===== src/sv/rms_pkg.sv =====
package rms_pkg;

  localparam int VALUE_W = 32;
  localparam int MAX_ELEMENTS_DEF = 64;

  typedef struct packed {
    logic signed [VALUE_W-1:0] value;
    logic                      last;
  } in_word_t;

  typedef struct packed {
    logic signed [VALUE_W-1:0] sorted_value;
    logic                      final_res;
  } out_word_t;

  typedef struct packed {
    logic insert;
    logic shift;
  } cell_ctrl_t;

endpackage


===== src/sv/rms_cell.sv =====
module rms_cell (
  input  logic                              clk,
  input  logic                              rst,
  input  rms_pkg::cell_ctrl_t               ctrl,
  input  logic signed [rms_pkg::VALUE_W-1:0] value,
  input  logic                              prev_gt,
  input  logic signed [rms_pkg::VALUE_W-1:0] prev_data,
  input  logic                              prev_valid,
  input  logic signed [rms_pkg::VALUE_W-1:0] next_data,
  input  logic                              next_valid,
  output logic signed [rms_pkg::VALUE_W-1:0] data,
  output logic                              valid,
  output logic                              gt
);

  // cell yields its place when empty or holding a larger value
  assign gt = !valid || (value < data);

  always_ff @(posedge clk) begin
    if (rst) begin
      valid <= 1'b0;
    end else if (ctrl.insert) begin
      if (gt) begin
        valid <= prev_gt ? prev_valid : 1'b1;
      end
    end else if (ctrl.shift) begin
      valid <= next_valid;
    end
  end

  always_ff @(posedge clk) begin
    if (ctrl.insert) begin
      if (gt) begin
        data <= prev_gt ? prev_data : value;
      end
    end else if (ctrl.shift) begin
      data <= next_data;
    end
  end

endmodule


===== config.mk =====
export PLATFORM = sky130hd
export DESIGN_NAME = rms_cell
export DESIGN_NICKNAME = d
export VERILOG_FILES = /design/src/sv/rms_pkg.sv /design/src/sv/rms_cell.sv
export SDC_FILE = /design/constraint.sdc
export NUM_CORES = 1
export LEC_CHECK = 0
export BUFFER_PORTS_ARGS = -buffer_cell sky130_fd_sc_hd__buf_2
export CAP_MARGIN = 40
export CORE_UTILIZATION = 41
export DETAILED_ROUTE_END_ITERATION = 12
export HOLD_SLACK_MARGIN = 0.08
export PLACE_DENSITY = 0.77
export SLEW_MARGIN = 10
export SYNTH_ARGS = -nofsm -noshare
export SYNTH_HDL_FRONTEND = slang
export SYNTH_SLANG_ARGS = --single-unit
export TNS_END_PERCENT = 1

===== constraint.sdc =====
create_clock -name clk -period 4.98 [get_ports clk]
set_input_delay 0.498 -clock clk [delete_from_list [all_inputs] [get_ports clk]]
set_output_delay 0.498 -clock clk [all_outputs]
set_load 0.01 [all_outputs]

Word-level counts from Yosys, hierarchy flattened
Cells that the tools add are included.

Bits in registers: 33. Input bits: 103. Output and inout port bits: 34. Logic and storage cells: 16.

Order comparisons: 1. Eq/ne operators: 1. Multiplexer cells: 8. Reductions and logical operators: 4.

Operators by type and width (count): $mux W32 (4); $lt A32 B32 Y1 (1); $mux W1 (4); $ne A2 B1 Y1 const B (1); $reduce_and A2 Y1 (1); $reduce_bool A2 Y1 (1); $logic_not A1 Y1 (1); $logic_or A1 B1 Y1 (1).

Depth between registers and ports, before layout
Gate-level depths: netlist (run 1).

Depth after elaboration: 4. Gate-level depth with buffers: 8. Gate-level depth less buffers: 8.

Worst setup path after synthesis (run 1)
Ideal clock, no wire load.

Path kind: input port to flip-flop. Start: input port value[13] in the netlist's numbering. End: register data[0] in the netlist's numbering (enable). Arrival: 4.315 ns. Setup slack: 0.195 ns. Cell stages on the path: 7. Buffers on the path: 0. Cells stage by stage: ha_1 a21o_1 a31oi_1 nand2_1 o41a_4 or2_1 a211oi_1.

Cells in the longest elaborated chain, start to end: 4.

RTL lines: start, declared (line rms_cell.sv:5) `input logic signed [rms_pkg::VALUE_W-1:0] value,`; $lt A32 B32 Y1 (line rms_cell.sv:17) `assign gt = !valid || (value < data);`; $logic_or A1 B1 Y1 (line rms_cell.sv:17); $ne A2 B1 Y1 (no line); $reduce_and A2 Y1 (no line); end signal, assigned (line rms_cell.sv:34) `data <= prev_gt ? prev_data : value;`; end signal, assigned (line rms_cell.sv:37) `data <= next_data;`; end, declared (line rms_cell.sv:11) `output logic signed [rms_pkg::VALUE_W-1:0] data,`.

No other way between the ends. A chain may end at the register's enable or synchronous reset.

Worst setup path after layout (run 1)
Start: register data[31] in the netlist's numbering. End: register data[3] in the netlist's numbering (enable).

Cells in the longest elaborated chain, start to end: 4.

RTL lines (line): $lt A32 B32 Y1 (rms_cell.sv:17); $logic_or A1 B1 Y1 (rms_cell.sv:17); $ne A2 B1 Y1 (no line); $reduce_and A2 Y1 (no line).

No other way between the ends.

==> out/results.ini, run 1 <==
[die]
dieWidth_um=80.69
initial_utilization=0.4263
placement_rows=28
die_y_um=80.69
core_area_sq_mm=0.005956
die-area_sq_mm=0.006511
ios=137

[synthesis]
synthesized_flop_and_latch_total=33
synth-edff-count=32
avg_cell_area_syn_sq_um=9.616
mappedNetlistArea_sq_mm=0.002539
synthFlopType=sky130_fd_sc_hd__edfxtp_1
synth.net_count=398
cell_count_after_synthesis=264
synth-seq-area-share=0.3864
synth-warning-count=0
yosys.cell_types.count=34
fraction_of_synthesis_flops_using_an_asynchronous_set_or_reset_pin=0

[worst_setup_path]
rr_endpoint=data[3]
cp_slowest_cell=sky130_fd_sc_hd__or4_1
worst_setup_path_endpoint=data[3]
worstSetupStartpoint=data[31]
timing.critical_path.to_type=flop
timing.critical_path.from_type=flop
critPathArrivalTime_ns=3.00
worst_ep_required_time_ns=4.92
worst-path-max-fanout=28
critPathMaxStageDelay_ns=0.52
critPathKind=flop to flop
reg2regPathDepth=9
regToRegStartpoint=data[31]
crit_chain=inv_1 -> ha_1 -> nand4_1 -> or4_1 -> a21oi_1 -> o41a_4 -> nor4_1 -> a211oi_4 -> buf_4
setup_slack_of_the_worst_register_to_register_path_ns=1.92

[route]
detailedRoute.firstIterationViolations=42
drt-met1-wl_um=2708
met2_length_um=2949
route.final.wire_length_um=6087
maxUsedRoutingLayer=met4
vias_per_cell=5.025
drt_pass1_iterations=4
drc=0
ant_nets=0
wire_per_inst_um=12.81
vias=2387
met3RoutedLength_um=386

[cts]
worstSkewPairLatency_ns=0.28
clk_path_buf_depth=2
clk_transition_reported_paths_ns=0.07
cts.hold.buffers_added=0
cts_made_buffers=5
post_cts.resized_instances=0
cts.sink_count=33
clk_root_buffer_cell=sky130_fd_sc_hd__clkbuf_8
cts.repair_timing.setup_buffer_count=0
cts_tree=done
htree_levels=2

[sta]
unrepaired_setup_endpoints_after_global_routing=no
worst_hold_slack_ns=0.5247
timing.fmax_mhz=326.9
setup-violations-final=0
period_share=0.6143
fin_tns_setup_ns=0
period_minus_slack_ns=3.059
tightestPinTransition_ns=0.5656
slew-limit-headroom=0.6197
clock-skew-final_ns=0.009248
hold_violations=0
finalMaxSlewViolations=0

[placement]
dp_hpwl_um=5058
numPortBuffers=136
place.gp.congestion=0.7727
detailed_place.area_sq_mm=0.003339

[worst_hold_path]
hp_start=next_data[16]
worst_hold_path_type=primary input to flop

[cells_and_area]
num-fill-cells=556
most_frequent_cells_in_the_layout=136 x sky130_fd_sc_hd__buf_2, 41 x sky130_fd_sc_hd__a21oi_1, 34 x sky130_fd_sc_hd__nor2_1
area_delta_synth_final_pct=35.73
drive_gt1_frac=0.3750
n_antenna_cell=0
design.final.nets=533
fin_util=0.5786
stdcell_area_sq_mm=0.003446
layout_commonest_cell=sky130_fd_sc_hd__buf_2

[global_routing]
grt_antenna_before_repair=0
grt_start_max_net_pins=39
gr-usage-all-layers=0.1922
first_global_vias=2204
grt_first_pass_wirelength_um=9508
globalRouteOverflowTotal=0

[pwr]
vdd.ir_drop.worst_v=0.0001603
totalPowerFinal_mw=0.8760
cellLeakagePower_nw=1.814
power_density_mw_per_mm2=254.2

[run_status]
result_of_the_run=finished clean

[flow_run]
max-cap-violations=0

-- worst min-delay path by stage --
stage	end	slack, ns	cells past startpoint
3_3_place_gp	data[19]	0.82	3
2_1_floorplan	valid	0.69	2
5_1_grt	data[15]	0.53	3
3_5_place_dp	data[21]	0.82	3
6_report	data[16]	0.52	3
4_1_cts	data[21]	0.52	3
-- state kept, by name, indices dropped and copies added (netlist names) --
register  cells
valid         1
data         32
-- critical path, delay by kind of cell (launching register included) --
family | cells | cell delay, ns
flops | 1 | 0.35
buf+inv | 2 | 0.47
fa+ha+maj | 1 | 0.40
simple gates | 3 | 0.76
compound gates | 3 | 0.72
-- kinds of logic (layout without fill, tap and decap cells) --
| logic type | Yosys count | after routing | synth area share |
|---|---|---|---|
| muxes | 33 | 33 | 0.1306 |
| adders and majority gates | 31 | 31 | 0.1528 |
| buffers and inverters | 43 | 179 | 0.06358 |
| AOI/OAI and AO/OA | 64 | 64 | 0.1572 |
| and+or+nand+nor | 60 | 60 | 0.1094 |
| DFF | 33 | 33 | 0.3864 |
-- area by class of cell --
| cell class | count | area [sq um] | share of cell area |
|---|---|---|---|
| multi-input cells | 188 | 1409 | 0.4089 |
| flip-flops and latches | 33 | 980.9 | 0.2847 |
| repair buffers | 139 | 735.7 | 0.2135 |
| inverters | 32 | 120.1 | 0.03486 |
| well taps | 75 | 93.84 | 0.02723 |
| clock buffers | 6 | 72.57 | 0.02106 |
| clock inverters | 2 | 33.78 | 0.009804 |
-- stage by stage --
stage | std cells | setup WS [ns]
final | 475 | 1.921
after detailed placement | 467 | 1.666
after floorplan | 264 | 0.1950
after global placement | 465 | 1.744
after global routing | 475 | 1.703
after CTS | 475 | 1.884
-- report_power, final --
part | switching [mW] | internal [mW] | leakage, nW | total [mW]
clock | 0.0958 | 0.148 | 0.0528 | 0.243
combinational | 0.143 | 0.125 | 1.44 | 0.268
sequential | 0.0173 | 0.347 | 0.325 | 0.364
total | 0.256 | 0.620 | 1.81 | 0.876
-- per-layer routing --
metal | track usage | up-vias
li1 | - | 1233
met1 | 0.2295 | 1056
met2 | 0.3492 | 92
met3 | 0.03977 | 6
met4 | 0.04464 | 0
met5 | 0 | -
-- synth_stat cells (all sizes together), types with 2 or more instances --
master	n	share of area
a2111oi	2	0.015
clkbuf	5	0.0074
nand2	7	0.010
nor3	3	0.0059
inv	32	0.047
nor2	34	0.050
edfxtp	32	0.38
buf	6	0.0089
a211oi	2	0.0059
o21ai	6	0.012
ha	31	0.15
nand4	6	0.015
a21oi	41	0.081
mux2i	32	0.13
a21o	6	0.018
and3	2	0.0049
Power figures use the tool's default switching activity.
==> run 2: changes to the inputs <==
ABC_AREA = 1   (was default)
clock period = 2.6 ns   (was 4.98 ns; I/O delays follow)
==> out/results.ini, run 2 <==
[placement]
place_worst_setup_slack_ns=0.3028  ; -1.364 ns
dp_hpwl_um=5405  ; +6.8%
numPortBuffers=136  ; unchanged
place.gp.congestion=0.7991  ; +3.4%

[pwr]
power.clock.fraction=0.227  ; -0.051
power.internal_mw=1.067  ; +72%
power_density_mw_per_mm2=462.8  ; +82%
cellLeakagePower_nw=1.791  ; -1.3%
power.switching_mw=0.4955  ; +94%
vdd.ir_drop.worst_v=0.0002673  ; +67%
comb_power_share=0.327  ; +0.021
switching_share=0.3172  ; +0.02487
power_frac_seq=0.447  ; +0.031

[synthesis]
synth-compound-area-share=0.1669  ; +0.009695
area_share_of_and_or_nand_nor_cells_after_synthesis=0.2002  ; +0.09079
mappedNetlistArea_sq_mm=0.002519  ; -0.79%
synthFlopType=sky130_fd_sc_hd__edfxtp_1
cell_count_after_synthesis=327  ; +24%
dominant_combinational_cell_family_by_area_after_synthesis=simple AND/OR/NAND/NOR gates
yosys.cell_types.count=24  ; -29%
fraction_of_synthesis_flops_using_an_asynchronous_set_or_reset_pin=0  ; unchanged
synthesized_flop_and_latch_total=33  ; unchanged
synth_area_leaders=sky130_fd_sc_hd__edfxtp_1 38%, sky130_fd_sc_hd__ha_1 15%, sky130_fd_sc_hd__o21ai_0 13%, sky130_fd_sc_hd__nand2_1 9.8%, sky130_fd_sc_hd__inv_1 6.6%
synth_fa_ha_area_frac=0.1540  ; +0.001214
synth.net_count=461  ; +16%
cell_type_contributing_the_most_total_cell_area_after_synthesis=sky130_fd_sc_hd__edfxtp_1
synth-warning-count=0  ; unchanged
synth.cells.most_frequent=66 x sky130_fd_sc_hd__nand2_1, 63 x sky130_fd_sc_hd__o21ai_0, 44 x sky130_fd_sc_hd__inv_1, 40 x sky130_fd_sc_hd__nor2_1, 32 x sky130_fd_sc_hd__edfxtp_1
synth-edff-count=32  ; unchanged
synth-seq-area-share=0.3895  ; +0.003071
avg_cell_area_syn_sq_um=7.702  ; -20%
synth_xor_xnor_area_share=0  ; unchanged
post_synth_mux_area_share=0  ; -0.1306
synth_largest_type_area_fraction=0.3815  ; +0.003009
synth_most_common_cell=sky130_fd_sc_hd__nand2_1

[sta]
unrepaired_setup_endpoints_after_global_routing=no
timing.fmax_mhz=439.2  ; +34%
finalMaxSlewViolations=0  ; unchanged
final.setup.worst_slack_ns=0.3231  ; -1.598 ns
tightestPinTransition_ns=0.6041  ; +0.03852 ns
fin_tns_setup_ns=0  ; unchanged
period_share=0.8757  ; +0.2614
clock-skew-final_ns=0.003423  ; -0.005825 ns
setup-violations-final=0  ; unchanged
slew-limit-headroom=0.5968  ; -0.02290
period_minus_slack_ns=2.277  ; -0.7823 ns
hold_violations=0  ; unchanged

[worst_setup_path]
worst_setup_path_endpoint=data[15]
crit_chain=inv_1 -> ha_1 -> a21oi_1 -> nor2_1 -> nor2_2 -> nand3_1 -> a21oi_1 -> nand3_1 -> nand4_2 -> and2_2 -> buf_12
critPathArrivalTime_ns=2.26  ; -0.74 ns
setup_slack_of_the_worst_register_to_register_path_ns=0.32  ; -1.60 ns
rr_endpoint=data[15]
reg2regPathDepth=11  ; +2
worst-path-max-fanout=20  ; -29%
timing.critical_path.to_type=flop
timing.critical_path.from_type=flop
critPathMaxStageDelay_ns=0.38  ; -0.14 ns
critPathKind=flop to flop
worstSetupStartpoint=data[21]
cp_slowest_cell=sky130_fd_sc_hd__edfxtp_1
worst_ep_required_time_ns=2.58  ; -2.34 ns
regToRegStartpoint=data[21]

[worst_hold_path]
whs_path_depth=3  ; unchanged
worst_hold_path_type=primary input to flop

[route]
vias=2654  ; +11%
drc=0  ; unchanged
ant_nets=0  ; unchanged
detailedRoute.firstIterationViolations=119  ; +180%
wire_per_inst_um=12.92  ; +0.79%
drt_pass1_iterations=4  ; unchanged
route.final.wire_length_um=6949  ; +14%
vias_per_cell=4.933  ; -1.8%

[cts]
clk_transition_reported_paths_ns=0.07  ; about the same
post_cts.resized_instances=0  ; unchanged
htree_levels=2  ; unchanged
clk_path_buf_depth=2  ; unchanged
cts.repair_timing.setup_buffer_count=0  ; unchanged
cts_made_buffers=5  ; unchanged
cts.hold.buffers_added=0  ; unchanged
cts.sink_count=33  ; unchanged
cts_tree=done
clk_root_buffer_cell=sky130_fd_sc_hd__clkbuf_8
worstSkewPairLatency_ns=0.28  ; about the same

[global_routing]
first_global_vias=2486  ; +13%
grt_antenna_before_repair=0  ; unchanged
grt_start_max_net_pins=34  ; -13%
grt_first_pass_wirelength_um=10700  ; +12%
globalRouteOverflowTotal=0  ; unchanged
gr-usage-all-layers=0.2176  ; +0.02541

[cells_and_area]
n_antenna_cell=0  ; unchanged
max_flop_register=data
multi_input_area_sq_mm=0.001314  ; -6.7%
flip_flop_count_of_the_largest_register_after_layout=32  ; unchanged
ff_latch_area_sq_um=980.9  ; unchanged
num-fill-cells=576  ; +3.6%
reg.largest.list=data (32), valid (1)
layout_commonest_cell=sky130_fd_sc_hd__buf_2
area_delta_synth_final_pct=34.03
design.final.nets=597  ; +12%
most_frequent_cells_in_the_layout=136 x sky130_fd_sc_hd__buf_2, 66 x sky130_fd_sc_hd__nand2_1, 63 x sky130_fd_sc_hd__o21ai_0
drive_gt1_frac=0.3391  ; -0.03591
fin_util=0.5702  ; -0.008410

[die]
die-area_sq_mm=0.006460  ; -0.78%
initial_utilization=0.4254  ; -0.0008589
placement_rows=28  ; unchanged
dieWidth_um=80.38  ; -0.39%
die_y_um=80.38  ; -0.39%
ios=137  ; unchanged
core_area_sq_mm=0.005921  ; -0.59%

[run_status]
result_of_the_run=finished clean

[flow_run]
max-cap-violations=0  ; unchanged

## run 2: changes by cell type in the layout (fill, tap and decap cells not counted), sizes merged, moves of 3 or more
cell   change
nand4      -4
mux2i     -32
o21ai     +62
a21o       -6
nor2       +8
nand3      +5
buf        +3
nand2     +60
a21oi     -27
inv       +13
## run 2: how the worst min path moves through the flow
stage / start / to
3_5_place_dp: next_data[24] / data[24]
6_report: next_data[25] / data[25]
2_1_floorplan: next_data[0] / data[0]
5_1_grt: next_data[25] / data[25]
3_3_place_gp: next_data[4] / data[4]
4_1_cts: next_data[25] / data[25]
## run 2: area by class of cell
cell class,instances,share of cell area
clock inverters,1,0.001112
repair buffers,142,0.2187
inverters,46,0.05115
well taps,75,0.02780
clock buffers,6,0.02150
flip-flops and latches,33,0.2906
multi-input cells,235,0.3892
## run 2: cell families after synthesis
group | after synthesis
buf+inv | 59
simple gates | 121
compound gates | 83
flops | 33
fa+ha+maj | 31
## run 2: stage by stage
step	hold WS, ns	power (mW)	instance area [sq um]	instances
after floorplan	0.4512	0.9901	2520	327
after global routing	0.2693	1.675	3376	538
final	0.2577	1.562	3376	538
after CTS	0.2530	1.577	3376	538
after global placement	0.5490	1.203	3299	531
after detailed placement	0.5452	1.221	3299	531
## run 2: worst max-delay path, delay by kind of cell (launching register included)
family	cells	cell delay, ns
and+or+nand+nor	6	0.76
DFF	1	0.38
AOI/OAI and AO/OA	2	0.34
buffers and inverters	2	0.27
adders and majority gates	1	0.24
## run 2: layer usage
metal	part of all wire	track usage	vias to the layer above
met5	0	0	-
met2	0.51	0.4059	93
met3	0.047	0.02614	10
met4	0.017	0.08393	0
li1	-	-	1355
met1	0.43	0.2495	1196
## run 2: power groups by stage
stage	logic, mW	registers (mW)	clock network, mW
floorplan	0.254	0.737	0
global placement	0.495	0.707	0
detailed placement	0.514	0.707	0
CTS	0.516	0.697	0.363
global route	0.586	0.703	0.386
finish	0.510	0.698	0.354
